--- src/hw/rtl/msbs_pkg.sv ---
// Shared types and constants for the bulk-only mass-storage engine.
// No dependencies; used by mass_storage_bulk_scsi_engine.
package msbs_pkg;

   // Event codes on the request channel
   localparam logic [1:0] CMD_CBW      = 2'd0;
   localparam logic [1:0] CMD_OUT_DATA = 2'd1;
   localparam logic [1:0] CMD_IN_DONE  = 2'd2;

   // Result actions
   localparam logic [2:0] ACT_STATUS      = 3'd0;
   localparam logic [2:0] ACT_SECTOR      = 3'd1;
   localparam logic [2:0] ACT_ZERO_FILL   = 3'd2;
   localparam logic [2:0] ACT_INQUIRY     = 3'd3;
   localparam logic [2:0] ACT_CAPACITY    = 3'd4;
   localparam logic [2:0] ACT_FORMAT_CAP  = 3'd5;
   localparam logic [2:0] ACT_WRITE_FRAG  = 3'd6;

   // SCSI operation codes
   localparam logic [7:0] OP_TEST_UNIT_READY = 8'h00;
   localparam logic [7:0] OP_REQUEST_SENSE   = 8'h03;
   localparam logic [7:0] OP_INQUIRY         = 8'h12;
   localparam logic [7:0] OP_READ_CAPACITY   = 8'h25;
   localparam logic [7:0] OP_READ10          = 8'h28;
   localparam logic [7:0] OP_MODE_SENSE6     = 8'h1A;
   localparam logic [7:0] OP_WRITE10         = 8'h2A;
   localparam logic [7:0] OP_MODE_SENSE10    = 8'h5A;
   localparam logic [7:0] OP_MEDIUM_REMOVAL  = 8'h1E;
   localparam logic [7:0] OP_READ_FMT_CAP    = 8'h23;

   // Wrapper constants
   localparam logic [31:0] CBW_SIGNATURE = 32'h43425355;
   localparam logic [15:0] CSW_BYTES     = 16'd13;
   localparam logic [15:0] INQUIRY_MIN   = 16'd36;
   localparam logic [15:0] CAPACITY_BYTES = 16'd8;
   localparam logic [15:0] FMT_CAP_BYTES  = 16'd12;

   // Configuration register indexes
   localparam logic [1:0] CSR_BULK_ENDPOINT = 2'd0;
   localparam logic [1:0] CSR_SECTOR_SIZE   = 2'd1;
   localparam logic [1:0] CSR_SECTOR_COUNT  = 2'd2;

   // Result queue
   localparam int RSP_DEPTH = 8;
   localparam int RSP_PTR_W = $clog2(RSP_DEPTH);
   localparam int RSP_CNT_W = $clog2(RSP_DEPTH + 1);

   typedef struct packed {
      logic [1:0]  command;
      logic [3:0]  endpoint;
      logic [31:0] cbw_signature;
      logic [31:0] cbw_tag;
      logic [7:0]  scsi_opcode;
      logic [31:0] block_address;
      logic [15:0] transfer_length;
      logic [15:0] allocation_length;
      logic [7:0]  subpage_code;
      logic [9:0]  fragment_length;
      logic        endpoint_idle;
   } req_type;

   typedef struct packed {
      logic [2:0]  action;
      logic [31:0] sector_address;
      logic [11:0] byte_offset;
      logic [15:0] byte_count;
      logic [31:0] capacity_value;
      logic [31:0] csw_tag;
      logic        csw_status;
      logic        last;
   } rsp_type;

endpackage

--- src/hw/rtl/mass_storage_bulk_scsi_engine.sv ---
// Bulk-only mass-storage engine: event decode, transfer state and result queue.
// Depends on msbs_pkg for the payload structs, action and opcode codes.
//
// The engine takes one event word per cycle on the req_ channel while
// req_stall is low. An accepted word is held in an input register and decoded
// against the transfer state from there, and its results (none, one or two)
// enter an 8-entry result queue that drives the rsp_ channel, so a result
// passes through the input register and the queue before it appears. Results
// leave at one per cycle while rsp_stall is low; an OUT fragment that
// completes the final sector of a write yields a fragment and a status word,
// so it puts two words into the queue for the single result port. req_stall
// rises when fewer than four queue slots are free. csr_ready is always high;
// registers may be written only while no event is in flight.
module mass_storage_bulk_scsi_engine #(
   parameter int MAX_SECTOR_BYTES = 4096,
   parameter int PACKET_BYTES     = 512
) (
   input  logic             clock,
   input  logic             reset,
   input  logic             req_valid,
   output logic             req_stall,
   input  msbs_pkg::req_type req_data,
   output logic             rsp_valid,
   input  logic             rsp_stall,
   output msbs_pkg::rsp_type rsp_data,
   input  logic             csr_valid,
   output logic             csr_ready,
   input  logic [1:0]       csr_index,
   input  logic [31:0]      csr_data
);

   localparam logic [1:0] MODE_IDLE    = 2'd0;
   localparam logic [1:0] MODE_RESPOND = 2'd1;
   localparam logic [1:0] MODE_READ    = 2'd2;
   localparam logic [1:0] MODE_WRITE   = 2'd3;

   localparam int RSP_CNT_W_L = msbs_pkg::RSP_CNT_W;
   localparam logic [31:0] MAX_SECTOR_32 = 32'(MAX_SECTOR_BYTES);
   localparam logic [12:0] PACKET_13     = 13'(PACKET_BYTES);
   localparam logic [RSP_CNT_W_L-1:0] STALL_LEVEL = RSP_CNT_W_L'(msbs_pkg::RSP_DEPTH - 4);

   // Configuration registers
   logic [3:0]  bulk_ep_ff;
   logic [12:0] sector_size_ff;
   logic [31:0] sector_count_ff;

   // Transfer state
   logic [1:0]  mode_ff, mode_in;
   logic [31:0] next_sector_ff, next_sector_in;
   logic [15:0] remaining_ff, remaining_in;
   logic [12:0] frag_off_ff, frag_off_in;
   logic [31:0] pend_tag_ff, pend_tag_in;
   logic        pend_status_ff, pend_status_in;

   // Input register
   logic              in_valid_ff;
   msbs_pkg::req_type in_ff;

   // Result queue
   msbs_pkg::rsp_type rsp_mem [msbs_pkg::RSP_DEPTH];
   logic [msbs_pkg::RSP_PTR_W-1:0] wr_ptr_ff, rd_ptr_ff;
   logic [RSP_CNT_W_L-1:0]         count_ff;

   // Decode results
   msbs_pkg::rsp_type res0, res1;
   logic [1:0]  push_n;
   logic [12:0] eff_ss;
   logic [12:0] frag_n, room, off_new;
   logic [13:0] off_sum;
   logic [15:0] rem_dec;

   logic req_accept, rsp_accept;

   assign req_accept = req_valid && !req_stall;
   assign rsp_accept = rsp_valid && !rsp_stall;
   assign req_stall  = count_ff > STALL_LEVEL;
   assign rsp_valid  = count_ff != '0;
   assign rsp_data   = rsp_mem[rd_ptr_ff];
   assign csr_ready  = 1'b1;

   // Configuration writes; indexes past the list are dropped
   always_ff @(posedge clock) begin
      if (reset) begin
         bulk_ep_ff      <= 4'd1;
         sector_size_ff  <= 13'd512;
         sector_count_ff <= 32'd0;
      end else if (csr_valid && csr_ready) begin
         unique case (csr_index)
            msbs_pkg::CSR_BULK_ENDPOINT: bulk_ep_ff      <= csr_data[3:0];
            msbs_pkg::CSR_SECTOR_SIZE:   sector_size_ff  <= csr_data[12:0];
            msbs_pkg::CSR_SECTOR_COUNT:  sector_count_ff <= csr_data;
            default: ;
         endcase
      end
   end

   // Effective sector size: clamp to the maximum, zero counts as one byte
   always_comb begin
      eff_ss = sector_size_ff;
      if ({19'd0, sector_size_ff} > MAX_SECTOR_32) eff_ss = MAX_SECTOR_32[12:0];
      if (eff_ss == 13'd0) eff_ss = 13'd1;
   end

   // Fragment length limited by packet size and room left in the sector
   always_comb begin
      room    = (frag_off_ff < eff_ss) ? eff_ss - frag_off_ff : 13'd0;
      frag_n  = {3'd0, in_ff.fragment_length};
      if (frag_n > PACKET_13) frag_n = PACKET_13;
      if (frag_n > room) frag_n = room;
      off_sum = {1'b0, frag_off_ff} + {1'b0, frag_n};
      off_new = off_sum[12:0];
      rem_dec = (remaining_ff != 16'd0) ? remaining_ff - 16'd1 : 16'd0;
   end

   // Event decode
   always_comb begin
      mode_in        = mode_ff;
      next_sector_in = next_sector_ff;
      remaining_in   = remaining_ff;
      frag_off_in    = frag_off_ff;
      pend_tag_in    = pend_tag_ff;
      pend_status_in = pend_status_ff;
      res0           = '0;
      res1           = '0;
      res0.last      = 1'b1;
      res1.last      = 1'b1;
      push_n         = 2'd0;

      if (in_valid_ff && in_ff.endpoint == bulk_ep_ff) begin
         case (in_ff.command)
            msbs_pkg::CMD_CBW: begin
               if (mode_ff == MODE_IDLE && in_ff.cbw_signature == msbs_pkg::CBW_SIGNATURE) begin
                  pend_tag_in    = in_ff.cbw_tag;
                  pend_status_in = 1'b1;
                  unique case (in_ff.scsi_opcode) inside
                     msbs_pkg::OP_TEST_UNIT_READY, msbs_pkg::OP_MEDIUM_REMOVAL: begin
                        pend_status_in  = 1'b0;
                        mode_in         = MODE_IDLE;
                        res0.action     = msbs_pkg::ACT_STATUS;
                        res0.byte_count = msbs_pkg::CSW_BYTES;
                        res0.csw_tag    = in_ff.cbw_tag;
                        push_n          = 2'd1;
                     end
                     msbs_pkg::OP_REQUEST_SENSE, msbs_pkg::OP_MODE_SENSE10: begin
                        pend_status_in  = 1'b0;
                        mode_in         = MODE_RESPOND;
                        res0.action     = msbs_pkg::ACT_ZERO_FILL;
                        res0.byte_count = in_ff.allocation_length;
                        push_n          = 2'd1;
                     end
                     msbs_pkg::OP_INQUIRY: begin
                        // short inquiry: tag latched, nothing sent
                        if (in_ff.allocation_length >= msbs_pkg::INQUIRY_MIN) begin
                           pend_status_in  = 1'b0;
                           mode_in         = MODE_RESPOND;
                           res0.action     = msbs_pkg::ACT_INQUIRY;
                           res0.byte_count = in_ff.allocation_length;
                           push_n          = 2'd1;
                        end
                     end
                     msbs_pkg::OP_READ_CAPACITY: begin
                        pend_status_in      = 1'b0;
                        mode_in             = MODE_RESPOND;
                        res0.action         = msbs_pkg::ACT_CAPACITY;
                        res0.byte_count     = msbs_pkg::CAPACITY_BYTES;
                        res0.capacity_value = sector_count_ff - 32'd1;
                        push_n              = 2'd1;
                     end
                     msbs_pkg::OP_READ10: begin
                        next_sector_in      = in_ff.block_address + 32'd1;
                        remaining_in        = (in_ff.transfer_length == 16'd0) ? 16'd0 :
                                              in_ff.transfer_length - 16'd1;
                        mode_in             = MODE_READ;
                        pend_status_in      = 1'b0;
                        res0.action         = msbs_pkg::ACT_SECTOR;
                        res0.sector_address = in_ff.block_address;
                        res0.byte_count     = {3'd0, eff_ss};
                        push_n              = 2'd1;
                     end
                     msbs_pkg::OP_MODE_SENSE6: begin
                        pend_status_in = 1'b0;
                        mode_in        = MODE_RESPOND;
                        if (in_ff.subpage_code == 8'd0) begin
                           res0.action     = msbs_pkg::ACT_ZERO_FILL;
                           res0.byte_count = in_ff.allocation_length;
                           push_n          = 2'd1;
                        end
                     end
                     msbs_pkg::OP_WRITE10: begin
                        remaining_in   = in_ff.transfer_length;
                        next_sector_in = in_ff.block_address;
                        frag_off_in    = 13'd0;
                        mode_in        = MODE_WRITE;
                        pend_status_in = 1'b0;
                     end
                     msbs_pkg::OP_READ_FMT_CAP: begin
                        pend_status_in      = 1'b0;
                        mode_in             = MODE_RESPOND;
                        res0.action         = msbs_pkg::ACT_FORMAT_CAP;
                        res0.byte_count     = msbs_pkg::FMT_CAP_BYTES;
                        res0.capacity_value = sector_count_ff;
                        push_n              = 2'd1;
                     end
                     default: begin
                        // unsupported opcode: failed status
                        mode_in         = MODE_IDLE;
                        res0.action     = msbs_pkg::ACT_STATUS;
                        res0.byte_count = msbs_pkg::CSW_BYTES;
                        res0.csw_tag    = in_ff.cbw_tag;
                        res0.csw_status = 1'b1;
                        push_n          = 2'd1;
                     end
                  endcase
               end
            end
            msbs_pkg::CMD_OUT_DATA: begin
               if (mode_ff == MODE_WRITE) begin
                  res0.action         = msbs_pkg::ACT_WRITE_FRAG;
                  res0.sector_address = next_sector_ff;
                  res0.byte_offset    = frag_off_ff[11:0];
                  res0.byte_count     = {3'd0, frag_n};
                  push_n              = 2'd1;
                  frag_off_in         = off_new;
                  if (off_new >= eff_ss) begin
                     // sector complete
                     next_sector_in = next_sector_ff + 32'd1;
                     remaining_in   = rem_dec;
                     frag_off_in    = 13'd0;
                     if (rem_dec == 16'd0) begin
                        mode_in         = MODE_IDLE;
                        res0.last       = 1'b0;
                        res1.action     = msbs_pkg::ACT_STATUS;
                        res1.byte_count = msbs_pkg::CSW_BYTES;
                        res1.csw_tag    = pend_tag_ff;
                        res1.csw_status = pend_status_ff;
                        push_n          = 2'd2;
                     end
                  end
               end
            end
            msbs_pkg::CMD_IN_DONE: begin
               if (in_ff.endpoint_idle) begin
                  if (mode_ff == MODE_READ && remaining_ff != 16'd0) begin
                     res0.action         = msbs_pkg::ACT_SECTOR;
                     res0.sector_address = next_sector_ff;
                     res0.byte_count     = {3'd0, eff_ss};
                     push_n              = 2'd1;
                     next_sector_in      = next_sector_ff + 32'd1;
                     remaining_in        = remaining_ff - 16'd1;
                  end else if (mode_ff == MODE_READ || mode_ff == MODE_RESPOND) begin
                     mode_in         = MODE_IDLE;
                     res0.action     = msbs_pkg::ACT_STATUS;
                     res0.byte_count = msbs_pkg::CSW_BYTES;
                     res0.csw_tag    = pend_tag_ff;
                     res0.csw_status = pend_status_ff;
                     push_n          = 2'd1;
                  end
               end
            end
            default: ;
         endcase
      end
   end

   // Input register and transfer state
   always_ff @(posedge clock) begin
      if (reset) begin
         in_valid_ff    <= 1'b0;
         mode_ff        <= MODE_IDLE;
         next_sector_ff <= 32'd0;
         remaining_ff   <= 16'd0;
         frag_off_ff    <= 13'd0;
         pend_tag_ff    <= 32'd0;
         pend_status_ff <= 1'b1;
      end else begin
         in_valid_ff    <= req_accept;
         mode_ff        <= mode_in;
         next_sector_ff <= next_sector_in;
         remaining_ff   <= remaining_in;
         frag_off_ff    <= frag_off_in;
         pend_tag_ff    <= pend_tag_in;
         pend_status_ff <= pend_status_in;
      end
   end

   always_ff @(posedge clock) begin
      if (req_accept) begin
         in_ff <= req_data;
      end
   end

   // Result queue storage
   always_ff @(posedge clock) begin
      if (push_n != 2'd0) begin
         rsp_mem[wr_ptr_ff] <= res0;
      end
      if (push_n == 2'd2) begin
         rsp_mem[wr_ptr_ff + msbs_pkg::RSP_PTR_W'(1)] <= res1;
      end
   end

   // Result queue pointers and fill count
   always_ff @(posedge clock) begin
      if (reset) begin
         wr_ptr_ff <= '0;
         rd_ptr_ff <= '0;
         count_ff  <= '0;
      end else begin
         wr_ptr_ff <= wr_ptr_ff + msbs_pkg::RSP_PTR_W'(push_n);
         if (rsp_accept) rd_ptr_ff <= rd_ptr_ff + msbs_pkg::RSP_PTR_W'(1);
         count_ff  <= count_ff + RSP_CNT_W_L'(push_n) - RSP_CNT_W_L'(rsp_accept);
      end
   end

   // Queue never overfills
   assert property (@(posedge clock) disable iff (reset)
      count_ff <= RSP_CNT_W_L'(msbs_pkg::RSP_DEPTH))
      else $error("result queue overflow");

   // Fill count grows by at most two words per cycle
   assert property (@(posedge clock) disable iff (reset)
      1'b1 |=> ({1'b0, count_ff} <= {1'b0, $past(count_ff)} + 2))
      else $error("result queue grew too fast");

   // With nothing queued and nothing decoding, no result can appear
   assert property (@(posedge clock) disable iff (reset)
      (!in_valid_ff && !rsp_valid) |=> !rsp_valid)
      else $error("result appeared without an event");

endmodule
--- config.mk ---
export PLATFORM = sky130hd
export DESIGN_NAME = mass_storage_bulk_scsi_engine
export DESIGN_NICKNAME = d
export VERILOG_FILES = /design/src/hw/rtl/msbs_pkg.sv /design/src/hw/rtl/mass_storage_bulk_scsi_engine.sv
export SDC_FILE = /design/constraint.sdc
export NUM_CORES = 2
export LEC_CHECK = 0
export ABC_AREA = 1
export BUFFER_PORTS_ARGS = -buffer_cell sky130_fd_sc_hd__buf_2
export CORE_ASPECT_RATIO = 0.6
export CORE_MARGIN = 2
export CORE_UTILIZATION = 30
export DETAILED_ROUTE_END_ITERATION = 10
export PLACE_DENSITY = 0.45
export SETUP_SLACK_MARGIN = 0.3
export SLEW_MARGIN = 40
export SYNTH_ARGS = -nofsm -noshare
export SYNTH_HDL_FRONTEND = slang
export SYNTH_SLANG_ARGS = --single-unit
--- constraint.sdc ---
create_clock -name clock -period 9.61 [get_ports clock]
set_input_delay 1.4415 -clock clock [delete_from_list [all_inputs] [get_ports clock]]
set_output_delay 1.4415 -clock clock [all_outputs]
set_load 0.05 [all_outputs]
After elaboration in Yosys (flattened, before gate mapping)
Memories as Yosys holds them, arrays and structs flattened. A register that Yosys moved wholly into a read port is not among the register bits.
Cells that the tools add are included.
{"block": "word_totals", "register_bits": 317, "ramBits": 1032, "in_bits": 200, "output_inout_bits": 132, "elab_cells": 205, "mem_count": 1}
{"memory": "rsp_mem", "depth": 8, "width": 129, "rd": 1, "rd_clocked_by_memory_dff": 1, "write_ports": 2, "line": "mass_storage_bulk_scsi_engine.sv:60", "rtl": "msbs_pkg::rsp_type rsp_mem [msbs_pkg::RSP_DEPTH];"}
{"block": "op_classes", "add_sub_neg": 12, "order_cmp": 7, "eq_ne": 30, "muxes": 98, "reduce_logical": 33}
{"operator": "$mux 33", "n": 9}
{"operator": "$mux 32", "n": 9}
{"operator": "$mux 16", "n": 10}
{"operator": "$mux 13", "n": 10}
{"operator": "$mux 129", "n": 1}
{"operator": "$pmux 32 s2", "n": 2}
{"operator": "$pmux 16 s7", "n": 1}
{"operator": "$pmux 35 s3", "n": 1}
{"operator": "$pmux 16 s3", "n": 2}
{"operator": "$pmux 32 s3", "n": 1}
{"operator": "$mux 81", "n": 1}
{"operator": "$pmux 33 s2", "n": 1}
{"operator": "$add 32x1->32 const B", "n": 2}
{"operator": "$mux 63", "n": 1}
{"operator": "$mux 35", "n": 1}
{"operator": "$mux 2", "n": 17}
{"operator": "$eq 32x31->1 const B", "n": 1}
{"operator": "$eq 8x6->1 const B", "n": 4}
{"operator": "$logic_not 16->1", "n": 2}
{"operator": "$pmux 16 s2", "n": 1}
{"operator": "$sub 16x1->16 const B", "n": 2}
{"operator": "$sub 32x1->32 const B", "n": 1}
{"operator": "$pmux 13 s2", "n": 1}
{"operator": "$eq 8x5->1 const B", "n": 3}
{"operator": "49 further kinds", "n": 96}

Depth between registers and ports, before layout
{"block": "depth", "depth_word": 17, "ltp_mapped": 59, "ltp_nobuf": 57}

Least setup slack after synthesis
No wires, ideal clock.
{"block": "synth_path", "path_kind": "input-to-reg", "from": "input port req_valid", "to": "register in_ff[0] (netlist name) (enable)", "setup_time_ns": 0.683, "arrival_time_ns": 8.121, "required_time_ns": 8.927, "setup_slack_ns": 0.805, "path_stages": 2, "path_buffers": 0, "path_cell_list": "inv_1 > nor2_1"}
{"block": "synth_via", "elab_chain_len": 1}
{"element": "from (decl)", "line": "mass_storage_bulk_scsi_engine.sv:20", "rtl": "input logic req_valid,"}
{"element": "$logic_and 1x1->1", "line": "mass_storage_bulk_scsi_engine.sv:74", "rtl": "assign req_accept = req_valid && !req_stall;"}
{"element": "net req_accept", "line": "mass_storage_bulk_scsi_engine.sv:72", "rtl": "logic req_accept, rsp_accept;"}
{"element": "to (signal assigned)", "line": "mass_storage_bulk_scsi_engine.sv:288", "rtl": "in_ff <= req_data;"}
{"element": "to (decl)", "line": "mass_storage_bulk_scsi_engine.sv:57", "rtl": "msbs_pkg::req_type in_ff;"}
The timed path passes the listed nets, and every way through them passes these cells.
A chain may end at the register's enable or synchronous reset.

==> flow_summary.toml <==
[power_and_ir_drop]
total_power_mw = 17.3
irDropWorstVdd_v = 0.000143
power.density_nw_per_um2 = 218
p_leak_nw = 35.6

[clock_network]
cts_tree = "done"
clockBufferDepth = 4
root_buffer = "clkbuf_16"
htreeDepth = 4
clock_latency_ps = 840
clk_pin_slew_ps = 60
cts_inserted_buffers = 157
cts_sinks = 1352

[synth]
synthSimpleGateAreaFrac_pct = 31.9
synth_top_family_by_area = "simple AND/OR/NAND/NOR gates"
yosysWarnings = 0
synth_edf_count = 449
netlist_top_cells_area = "dfxtp_1 27%, edfxtp_1 20%, nor2_1 14%, nand2_1 10%, o21ai_0 7.3%"
synth_area_leader_cell = "dfxtp_1"
ys_seq_area_share_pct = 46.4
synthArstFlopShare_pct = 0
synth_top_area_share_pct = 26.6
synth-seq-cells = 1352
synth-compound-area-share_pct = 12.9
syn_inst = 9630
synth.distinct_cells = 59
yosys.area_share.xor_xnor_pct = 0.811
avgSynthCellArea_sq_um = 7.07
synthAdderAreaFrac_pct = 1.46
synth_flop_cell = "dfxtp_1"
muxShareOfSynthArea_pct = 0
syn_area_sq_um = 68100

[finish]
multi_input_area_sq_um = 32400
final_cell_mix = "2542 x nor2_1, 1779 x nand2_1, 982 x o21ai_0, 899 x dfxtp_1, 814 x nand3_1"
fillers = 23900
layout_commonest_cell = "nor2_1"
final_net_count = 9947
finish.utilization_pct = 35.1
ff_latch_area_sq_um = 31600
area_growth_pct = 16.4
drive_above_1_share_pct = 9.25

[drt]
wl_per_cell_microns = 23.5
drtPass1Iterations = 6
final_antenna_net_count = 0
drt_wl_total_mm = 301
dr_wl_met3_mm = 25.7
highest_layer = "met5"
drcViolationCount = 0
num_vias = 67900
drt-initial-drc-count = 7911
routed-wl-met2_mm = 126
routed_via_density = 5.31
wirelength_met1_mm = 142

[timing]
finalSetupViolations = 0
final.period_utilization_pct = 91.0
relSlewSlack_pct = 37.2
skew_ps = 67.6
worstMarginPinSlew_ps = 942
rsz0062_at_grt = "no"
fin_setup_tns_ps = 0
timing.final.crit_period_ps = 8740
maxSlewViolCount = 0
hold_violations = 0
max_freq_mhz = 114

[critical_path]
path_buf_inv = 6
crit_path_top_delay_cell = "fa_2"
worstPathMaxFanout = 18
cpPeakStageDelay_ps = 400
critPathLaunchType = "flop"
crit_top_cell = "nand2_1"
crit_required_ps = 10090
path_delay_family = "simple AND/OR/NAND/NOR gates"
crit_type = "reg -> reg"
cp-end-kind = "flop"
cp.arrival_ps = 9220

[global_route]
grt_start_max_net_pins = 179
grt_pass1_vias = 62300
grtUsageTotal_pct = 24.6
grt_pass1_wl_mm = 430
grt_overflow = 0
antenna_found_initial = 15

[floorplanning]
num_rows = 135
die_height_microns = 373
die_area_sq_um = 231000
die_w_microns = 619
initial_core_util_pct = 30.2
io_pins = 332
core-area_sq_um = 226000

[min_path]
hold_path_class = "reg -> reg"

[placement]
place_congestion = 0.944
io_buffer_count = 330
hpwlAfterDp_mm = 178

[outcome]
status = "finished, final reports clean"

[run]
cap_violations = 0
worst reg2reg max path, delay by kind of cell (launching register included):
kind	cells	cell delay (ps)
buf+inv	6	890
xor+xnor	2	320
fa+ha+maj	6	1720
simple gates	30	4110
flops	1	360
compound gates	7	980
report_power, final:
part           switching (mW)  internal (mW)
registers               0.156           6.12
clock network            2.63           3.58
logic                    3.66           1.15
total                    6.44           10.8
synth_stat cells, types with 8 or more instances:
| cell | number |
|---|---|
| a22oi_1 | 11 |
| clkbuf_1 | 509 |
| nand4_1 | 61 |
| buf_6 | 24 |
| nor4_1 | 13 |
| buf_2 | 90 |
| inv_2 | 9 |
| o21ai_0 | 987 |
| nand2_1 | 1807 |
| o22ai_1 | 153 |
| a21oi_1 | 289 |
| inv_1 | 439 |
| a31oi_1 | 133 |
| xor2_1 | 56 |
| nand3_1 | 825 |
| nor2_1 | 2548 |
| or2_2 | 14 |
| ha_1 | 73 |
| dfxtp_1 | 903 |
| and2_1 | 12 |
| o211ai_1 | 15 |
| edfxtp_1 | 449 |
| nor3_1 | 69 |
| a221oi_1 | 8 |
| buf_1 | 37 |
cell families (layout without fill, tap and decap cells):
group / Yosys count / after routing
other: 2 / 6
adder cells (fa/ha/maj): 77 / 77
XOR/XNOR: 63 / 63
buffers and inverters: 1120 / 1272
flip-flops: 1352 / 1352
AND/OR/NAND/NOR: 5379 / 5380
AO/OA/AOI/OAI: 1637 / 1637
per-layer routing:
layer | up-vias | track usage (%)
met2 | 2995 | 36.3
met5 | - | 0
met3 | 380 | 3.73
met1 | 32800 | 36.9
li1 | 31700 | -
met4 | 6 | 6.27
per-stage QoR:
step / cell area [sq um] / hold WS (ps) / worst slack [ps] / cells
final: 79200 / 451 / 865 / 12800
after global routing: 79200 / 481 / 257 / 12800
after CTS: 78100 / 457 / 306 / 12800
after detailed placement: 73000 / 442 / 161 / 12500
after global placement: 72800 / 442 / 330 / 12500
after floorplan: 68100 / 424 / 805 / 9631
state kept, by name, summed over array words and instances (netlist names), named ones only:
name,flops
bulk_ep_ff,4
pend_status_ff,1
frag_off_ff,13
wr_ptr_ff,3
rd_ptr_ff,3
pend_tag_ff,32
sector_count_ff,32
mode_ff,2
rsp_mem,1032
in_ff,161
count_ff,4
next_sector_ff,32
sector_size_ff,13
remaining_ff,16
in_valid_ff,1
worst paths after layout:
check | from | endpoint | slack (ps) | cells past startpoint
setup / recovery | sector_size_ff[11] | rsp_mem[0][6] | 870 | 51
hold / removal | rsp_mem[6][0] | rsp_mem[6][0] | 450 | 2
setup reg to reg | sector_size_ff[11] | rsp_mem[0][6] | 870 | 51
hold reg to reg | rsp_mem[6][0] | rsp_mem[6][0] | 450 | 2
layout make-up:
| class | count | area share (%) |
|---|---|---|
| Timing Repair inverter | 1 | 0.0111 |
| Sequential cell | 1352 | 39.8 |
| Multi-Input combinational cell | 7160 | 40.9 |
| Inverter | 455 | 2.31 |
| Antenna cell | 3 | 0.00947 |
| Tap cell | 3014 | 4.76 |
| Clock inverter | 53 | 0.722 |
| Timing Repair Buffer | 543 | 5.69 |
| Clock buffer | 220 | 5.71 |
timing repair:
action	4_1_cts	5_1_grt
buffers inserted	1	20
gates resized for setup	3	113
endpoints found under the setup margin	732	1348
hold buffers	0	0
endpoints found under the hold margin	0	0
pin swaps	1	14
cloned	0	17
Power figures use the tool's default switching activity.
